File: src/rtl/mie_pkg.sv
`timescale 1ns / 1ps

package mie_pkg;

    // width of every payload field on the ports
    localparam int FIELD_W = 64;

    // controller states, one-hot
    typedef enum logic [5:0] {
        ST_IDLE   = 6'b000001,
        ST_CHECK  = 6'b000010,
        ST_DIV    = 6'b000100,
        ST_UPDATE = 6'b001000,
        ST_FINAL  = 6'b010000,
        ST_SPARE  = 6'b100000
    } state_t;

    // commands from controller to datapath
    typedef struct packed {
        logic load;
        logic div_init;
        logic div_step;
        logic update;
        logic finish;
    } cmd_t;

    // status from datapath to controller
    typedef struct packed {
        logic loop_run;
    } stat_t;

endpackage

File: src/rtl/mie_dpath.sv
`timescale 1ns / 1ps

module mie_dpath #(
    parameter int WIDTH = 64
) (
    input  logic                          clk,
    input  logic [mie_pkg::FIELD_W-1:0]   value,
    input  logic [mie_pkg::FIELD_W-1:0]   modulus,
    input  mie_pkg::cmd_t                 cmd,
    output mie_pkg::stat_t                stat,
    output logic [mie_pkg::FIELD_W-1:0]   inverse
);
    import mie_pkg::*;

    // euclid pair, original modulus and bezout coefficients
    logic [WIDTH-1:0] a_reg, a_next;
    logic [WIDTH-1:0] b_reg, b_next;
    logic [WIDTH-1:0] b0_reg, b0_next;
    logic             x0_neg_reg, x0_neg_next;
    logic [WIDTH-1:0] x0_mag_reg, x0_mag_next;
    logic             x1_neg_reg, x1_neg_next;
    logic [WIDTH-1:0] x1_mag_reg, x1_mag_next;
    // divider remainder, quotient shifter and running quotient product
    logic [WIDTH-1:0] rem_reg, rem_next;
    logic [WIDTH-1:0] quo_reg, quo_next;
    logic [WIDTH-1:0] prod_reg, prod_next;
    logic [WIDTH-1:0] inv_reg, inv_next;

    logic [WIDTH:0]   shifted;
    logic [WIDTH:0]   diff;
    logic             qbit;
    logic             t_neg;
    logic             nx_neg;
    logic [WIDTH-1:0] nx_mag;
    logic [WIDTH:0]   twice_b0;
    logic [WIDTH-1:0] fin;

    // loop condition: dividend above one and divisor nonzero
    assign stat.loop_run = (a_reg > WIDTH'(1)) && (b_reg != '0);

    // one restoring division step, quotient bits msb first
    always_comb
    begin
        shifted = {rem_reg, quo_reg[WIDTH-1]};
        diff    = shifted - {1'b0, b_reg};
        qbit    = ~diff[WIDTH];
    end

    // signed add of x1 and the negated product q*x0
    always_comb
    begin
        t_neg = (prod_reg != '0) ? ~x0_neg_reg : 1'b0;
        if (x1_neg_reg == t_neg)
        begin
            nx_neg = x1_neg_reg;
            nx_mag = x1_mag_reg + prod_reg;
        end
        else if (x1_mag_reg >= prod_reg)
        begin
            nx_neg = x1_neg_reg;
            nx_mag = x1_mag_reg - prod_reg;
        end
        else
        begin
            nx_neg = t_neg;
            nx_mag = prod_reg - x1_mag_reg;
        end
        if (nx_mag == '0)
        begin
            nx_neg = 1'b0;
        end
    end

    // range correction of the final coefficient
    always_comb
    begin
        twice_b0 = {1'b0, b0_reg} + {1'b0, b0_reg};
        fin      = x1_mag_reg;
        if (b0_reg == WIDTH'(1))
        begin
            fin = WIDTH'(1);
        end
        else if (x1_neg_reg && (x1_mag_reg > b0_reg))
        begin
            fin = WIDTH'(twice_b0 - {1'b0, x1_mag_reg});
        end
        else
        begin
            if (x1_neg_reg)
            begin
                fin = b0_reg - x1_mag_reg;
            end
            if (fin == '0)
            begin
                fin = b0_reg;
            end
        end
    end

    // next state of the datapath registers
    always_comb
    begin
        a_next      = a_reg;
        b_next      = b_reg;
        b0_next     = b0_reg;
        x0_neg_next = x0_neg_reg;
        x0_mag_next = x0_mag_reg;
        x1_neg_next = x1_neg_reg;
        x1_mag_next = x1_mag_reg;
        rem_next    = rem_reg;
        quo_next    = quo_reg;
        prod_next   = prod_reg;
        inv_next    = inv_reg;
        if (cmd.load)
        begin
            a_next      = value[WIDTH-1:0];
            b_next      = modulus[WIDTH-1:0];
            b0_next     = modulus[WIDTH-1:0];
            x0_neg_next = 1'b0;
            x0_mag_next = '0;
            x1_neg_next = 1'b0;
            x1_mag_next = WIDTH'(1);
        end
        if (cmd.div_init)
        begin
            rem_next  = '0;
            quo_next  = a_reg;
            prod_next = '0;
        end
        if (cmd.div_step)
        begin
            rem_next  = qbit ? diff[WIDTH-1:0] : shifted[WIDTH-1:0];
            quo_next  = {quo_reg[WIDTH-2:0], qbit};
            prod_next = {prod_reg[WIDTH-2:0], 1'b0} + (qbit ? x0_mag_reg : '0);
        end
        if (cmd.update)
        begin
            a_next      = b_reg;
            b_next      = rem_reg;
            x1_neg_next = x0_neg_reg;
            x1_mag_next = x0_mag_reg;
            x0_neg_next = nx_neg;
            x0_mag_next = nx_mag;
        end
        if (cmd.finish)
        begin
            inv_next = fin;
        end
    end

    always_ff @(posedge clk)
    begin
        a_reg      <= a_next;
        b_reg      <= b_next;
        b0_reg     <= b0_next;
        x0_neg_reg <= x0_neg_next;
        x0_mag_reg <= x0_mag_next;
        x1_neg_reg <= x1_neg_next;
        x1_mag_reg <= x1_mag_next;
        rem_reg    <= rem_next;
        quo_reg    <= quo_next;
        prod_reg   <= prod_next;
        inv_reg    <= inv_next;
    end

    assign inverse = FIELD_W'(inv_reg);

endmodule

File: src/rtl/mie_ctrl.sv
`timescale 1ns / 1ps

module mie_ctrl #(
    parameter int WIDTH = 64
) (
    input  logic            clk,
    input  logic            rst_n,
    input  logic            in_valid,
    output logic            in_stall,
    output logic            out_valid,
    input  logic            out_stall,
    input  mie_pkg::stat_t  stat,
    output mie_pkg::cmd_t   cmd
);
    import mie_pkg::*;

    localparam int CNT_W = (WIDTH > 1) ? $clog2(WIDTH) : 1;

    state_t           state_reg, state_next;
    logic [CNT_W-1:0] cnt_reg, cnt_next;
    logic             out_valid_reg, out_valid_next;
    logic             out_free;

    assign in_stall  = (state_reg != ST_IDLE);
    assign out_valid = out_valid_reg;
    assign out_free  = ~out_valid_reg | ~out_stall;

    // sequencer: load, check, divide bit by bit, update, repeat; final step when the loop ends
    always_comb
    begin
        state_next     = state_reg;
        cnt_next       = '0;
        out_valid_next = out_valid_reg & out_stall;
        cmd            = '0;
        case (state_reg)
            ST_IDLE:
            begin
                if (in_valid)
                begin
                    cmd.load   = 1'b1;
                    state_next = ST_CHECK;
                end
            end
            ST_CHECK:
            begin
                if (stat.loop_run)
                begin
                    cmd.div_init = 1'b1;
                    state_next   = ST_DIV;
                end
                else
                begin
                    state_next = ST_FINAL;
                end
            end
            ST_DIV:
            begin
                cmd.div_step = 1'b1;
                if (cnt_reg == CNT_W'(WIDTH - 1))
                begin
                    state_next = ST_UPDATE;
                end
                else
                begin
                    cnt_next = cnt_reg + CNT_W'(1);
                end
            end
            ST_UPDATE:
            begin
                cmd.update = 1'b1;
                state_next = ST_CHECK;
            end
            ST_FINAL:
            begin
                if (out_free)
                begin
                    cmd.finish     = 1'b1;
                    out_valid_next = 1'b1;
                    state_next     = ST_IDLE;
                end
            end
            default:
            begin
                state_next = ST_IDLE;
            end
        endcase
    end

    always_ff @(posedge clk or negedge rst_n)
    begin
        if (!rst_n)
        begin
            state_reg     <= ST_IDLE;
            cnt_reg       <= '0;
            out_valid_reg <= 1'b0;
        end
        else
        begin
            state_reg     <= state_next;
            cnt_reg       <= cnt_next;
            out_valid_reg <= out_valid_next;
        end
    end

    // accepted beat always starts with a loop check
    a_load_check: assert property (@(posedge clk) disable iff (!rst_n)
        in_valid && !in_stall |=> state_reg == ST_CHECK)
        else $error("load not followed by check");

    // divide counter idles at zero outside the divide phase
    a_cnt_idle: assert property (@(posedge clk) disable iff (!rst_n)
        state_reg != ST_DIV |-> cnt_reg == '0)
        else $error("divide counter not idle");

    // update only follows the last divide step
    a_update_after_div: assert property (@(posedge clk) disable iff (!rst_n)
        state_reg == ST_UPDATE |-> $past(state_reg) == ST_DIV)
        else $error("update without divide");

    // a result appears only when the final step ran
    a_out_from_final: assert property (@(posedge clk) disable iff (!rst_n)
        $rose(out_valid_reg) |-> $past(state_reg) == ST_FINAL)
        else $error("output without final step");

endmodule

File: src/rtl/modular_inverse_egcd.sv
`timescale 1ns / 1ps

// channel  direction  handshake             fields
// in       input      in_valid / in_stall   value[63:0], modulus[63:0]
// out      output     out_valid / out_stall inverse[63:0]
//
// one item at a time; each euclid iteration runs a loop check, WIDTH
// restoring divide steps accumulating the quotient product, and one
// coefficient update; each item adds a load, a last check and a final step
// reset (rst_n low) clears the controller and drops out_valid
// in_stall is high from the accepted beat until the result is registered
// a stalled result waits in the output register; a new item runs meanwhile

module modular_inverse_egcd #(
    parameter int WIDTH = 64
) (
    input  logic                         clk,
    input  logic                         rst_n,
    input  logic                         in_valid,
    output logic                         in_stall,
    input  logic [mie_pkg::FIELD_W-1:0]  value,
    input  logic [mie_pkg::FIELD_W-1:0]  modulus,
    output logic                         out_valid,
    input  logic                         out_stall,
    output logic [mie_pkg::FIELD_W-1:0]  inverse
);
    import mie_pkg::*;

    cmd_t  cmd;
    stat_t stat;

    mie_ctrl #(
        .WIDTH (WIDTH)
    ) u_ctrl (
        .clk       (clk),
        .rst_n     (rst_n),
        .in_valid  (in_valid),
        .in_stall  (in_stall),
        .out_valid (out_valid),
        .out_stall (out_stall),
        .stat      (stat),
        .cmd       (cmd)
    );

    mie_dpath #(
        .WIDTH (WIDTH)
    ) u_dpath (
        .clk     (clk),
        .value   (value),
        .modulus (modulus),
        .cmd     (cmd),
        .stat    (stat),
        .inverse (inverse)
    );

endmodule
File: config.mk
export PLATFORM = sky130hd
export DESIGN_NAME = modular_inverse_egcd
export DESIGN_NICKNAME = d
export VERILOG_FILES = /design/src/rtl/mie_pkg.sv /design/src/rtl/mie_dpath.sv /design/src/rtl/mie_ctrl.sv /design/src/rtl/modular_inverse_egcd.sv
export SDC_FILE = /design/constraint.sdc
export NUM_CORES = 2
export LEC_CHECK = 0
export BUFFER_PORTS_ARGS = -buffer_cell sky130_fd_sc_hd__buf_2
export CAP_MARGIN = 20
export CORE_MARGIN = 2
export CORE_UTILIZATION = 55
export CTS_BUF_LIST = sky130_fd_sc_hd__clkbuf_4 sky130_fd_sc_hd__clkbuf_8
export CTS_CLUSTER_DIAMETER = 120
export DETAILED_ROUTE_END_ITERATION = 8
export GPL_ROUTABILITY_DRIVEN = 0
export MAX_ROUTING_LAYER = met4
export PLACE_DENSITY = 0.82
export SYNTH_ARGS = -nofsm -noshare
export SYNTH_HDL_FRONTEND = slang
export SYNTH_SLANG_ARGS = --single-unit
File: constraint.sdc
create_clock -name clk -period 33 [get_ports clk]
set_input_delay 3.3 -clock clk [delete_from_list [all_inputs] [get_ports clk]]
set_output_delay 3.3 -clock clk [all_outputs]
set_load 0.01 [all_outputs]
==> results.py <==
metrics = {
    "flow_run": {
        "drv_cap": 0,
    },
    "sta": {
        "worst_slew_pin_slew_ns": 1.22,
        "fin_crit_sh_pct": 29.5,
        "drv_slew": 0,
        "rsz0062_at_grt": "false",
        "setup_viol_count_final": 0,
        "timing.hold.ws_ns": 0.470,
        "max_slew_margin_pct": 18.2,
        "max_freq_mhz": 103,
        "tns_ns": 0,
        "clock_skew_ns": 0.0407,
        "hold_viol_final": 0,
        "period_minus_slack_ns": 9.74,
    },
    "synthesis": {
        "synthesis.area_sq_um": 51400,
        "synth_top_family_by_area": "compound AO/OA/AOI/OAI gates",
        "synth_area_leaders": "edfxtp_1 34%, ha_1 11%, nand2_1 6.6%",
        "synth_area_per_cell_sq_um": 8.33,
        "yosysSeqAreaShare_pct": 34.4,
        "synth-edff-count": 578,
        "synthSimpleGateAreaFrac_pct": 20.6,
        "async_flop_share_pct": 2.03,
        "syn_nets": 6751,
        "synth.distinct_cells": 98,
        "synth_compound_area_share_pct": 24.4,
        "yosysMostFrequentCell": "nand2_1",
        "synth_top_area_share_pct": 33.8,
        "synth_xor_area_share_pct": 4.28,
        "yosysWarnings": 0,
        "synth_top_flop_cell": "edfxtp_1",
        "synth_cells": 6169,
        "synth_common_cells": "906 x nand2_1, 578 x edfxtp_1, 576 x a21oi_1, 481 x nor2_1, 443 x ha_1",
        "synth_seq_cells": 590,
        "synth_mux_area_share_pct": 0.669,
        "synth.largest_area_cell": "edfxtp_1",
        "synthAdderAreaFrac_pct": 11.1,
    },
    "die": {
        "dieWidth_microns": 310,
        "dieHeight_microns": 310,
        "die-area_sq_um": 95900,
        "start_util_pct": 55.3,
        "rows": 112,
        "core_area_sq_um": 92900,
        "pin_count": 198,
    },
    "min_path": {
        "hold_path_depth": 1,
        "hp-class": "flip-flop to flip-flop",
    },
    "cts": {
        "hold_buffers": 0,
        "cts_buffers": 90,
        "cts-root-buf": "clkbuf_8",
        "cts-htree-levels": 3,
        "cts_tree": "yes",
        "clockBufferDepth": 3,
        "clock-sinks": 590,
        "cts_setup_buffers": 0,
        "cts_resized": 0,
        "clkTransAtPathRegs_ns": 0.07,
        "worst_skew_pair.late_latency_ns": 0.75,
    },
    "setup_path": {
        "cp_common_cell": "a21oi_1",
        "arrival_ns": 10.16,
        "end_kind": "flip-flop",
        "cp-start-kind": "flip-flop",
        "reg2reg_depth": 31,
        "path_delay_family": "compound AO/OA/AOI/OAI gates",
        "critical_path_buf_inv_count": 2,
        "crit_fanout": 89,
        "critical_path_class": "flip-flop to flip-flop",
        "cp.depth": 31,
        "required_ns": 33.42,
        "crit_slowest_cell": "buf_4",
        "max_stage_delay_ns": 0.81,
    },
    "placement": {
        "dpl-instance-area_sq_um": 53300,
        "io_buffer_count": 197,
        "dp_hpwl_microns": 131000,
    },
    "pwr": {
        "p_total_mw": 1.43,
        "seqPwrFrac_pct": 57.0,
        "power.leakage_nw": 23.6,
        "ir_worst_vdd_uv": 27.8,
        "pwr-share-comb_pct": 1.5,
        "internal_power_mw": 1.11,
        "p_switching_uw": 315,
        "swShare_pct": 22.1,
        "power.density_nw_per_um2": 25.9,
        "pwr-share-clk_pct": 41.5,
    },
    "route": {
        "wl_microns": 174000,
        "wire_per_inst_microns": 23.1,
        "first_iter_violations": 7768,
        "drcViolationCount": 0,
        "first_pass_iters": 7,
        "wl_met1_microns": 66300,
        "highest_layer": "met4",
        "ant_nets": 0,
        "met3_length_microns": 22900,
        "wl_met2_microns": 72400,
        "vias_per_cell": 6.74,
        "vias": 50700,
    },
    "layout": {
        "num-nets-final": 6790,
        "utilization_pct": 59.2,
        "regArea_sq_um": 17700,
        "stdcell_area_sq_um": 55000,
        "n_fill_cell": 7874,
        "multi_input_area_sq_um": 31500,
        "synthToLayoutAreaGrowth_pct": 6.96,
        "drive_gt1_share_pct": 7.56,
    },
    "grt": {
        "grt_overflow_total": 0,
        "grt_pass1_wl_microns": 262000,
        "grt_pass1_vias": 46000,
        "grt_max_degree": 186,
        "antenna_found_initial": 11,
        "grt_use_total_pct": 35.9,
    },
    "run_status": {
        "status": "finished clean",
    },
}
==> worst paths after layout <==
path / start / to / slack, ns
setup / recovery: u_dpath.b_reg[0] / u_dpath.prod_reg[61] / 23.26
hold / removal: u_ctrl.cnt_reg[0] / u_ctrl.cnt_reg[0] / 0.47
setup reg to reg: u_dpath.b_reg[0] / u_dpath.prod_reg[61] / 23.26
hold reg to reg: u_ctrl.cnt_reg[0] / u_ctrl.cnt_reg[0] / 0.47
max in group asynchronous: rst_n / u_ctrl.state_reg[0] / 30.32
min in group asynchronous: rst_n / u_ctrl.state_reg[1] / 2.42
==> worst register-to-register path, delay by kind of cell (launching register included) <==
kind	cells	cell delay, ns
simple gates	4	0.81
flops	1	0.50
fa+ha+maj	3	0.99
xor+xnor	2	0.93
buf+inv	2	1.28
compound gates	20	4.93
==> power groups by stage <==
stage / Sequential [mW] / Combinational (mW) / Clock, mW
2_1_floorplan: 0.830 / 0.00560 / 0
3_3_place_gp: 0.830 / 0.0205 / 0
3_5_place_dp: 0.830 / 0.0207 / 0
4_1_cts: 0.814 / 0.0209 / 0.589
5_1_grt: 0.813 / 0.0227 / 0.621
6_report: 0.814 / 0.0213 / 0.591
==> area by class of cell <==
class	instances	share of cell area, %
Clock inverter	38	0.428
Timing Repair Buffer	241	2.40
Clock buffer	113	2.58
Tap cell	1254	2.85
Sequential cell	590	32.1
Antenna cell	7	0.0319
Inverter	339	2.31
Multi-Input combinational cell	4946	57.3
==> metal layers <==
metal / vias up / GRT usage (%)
met2: 3849 / 50.6
met5: - / -
met4: 0 / 21.3
met3: 825 / 9.33
met1: 23300 / 46.4
li1: 22700 / -
==> cells by family after synthesis <==
kind of cell | Yosys count
flip-flops | 590
adder cells (fa/ha/maj) | 450
multiplexers | 34
AND/OR/NAND/NOR | 2265
buffers and inverters | 633
XOR/XNOR | 251
AO/OA/AOI/OAI | 1946
==> metrics by stage <==
step	setup WS (ns)	std cells
after floorplan	10.41	6169
after global placement	24.08	7367
after detailed placement	23.73	7367
after CTS	23.68	7518
after global routing	22.92	7527
final	23.26	7528
==> cells in the final DEF (no fill, tap or decap), types with 54 or more instances in the layout <==
master    Yosys  layout
nand2_1     906     905
edfxtp_1    578     578
a21oi_1     576     575
nor2_1      481     477
ha_1        443     443
o21ai_0     359     358
inv_1       339     339
a21o_1      213     213
buf_2        19     200
and2_1      165     165
xnor2_1     167     164
nand3_1     126     125
nor3_1      115     115
nand4_1     111     111
o21bai_1     98      98
nor4_1       96      95
clkbuf_8      0      91
xor2_1       84      83
a31oi_1      78      78
o21a_1       77      76
a211oi_1     75      75
nand2b_1     55      55
o31ai_1      54      54
Note: power is estimated with default switching activity, not from simulation.
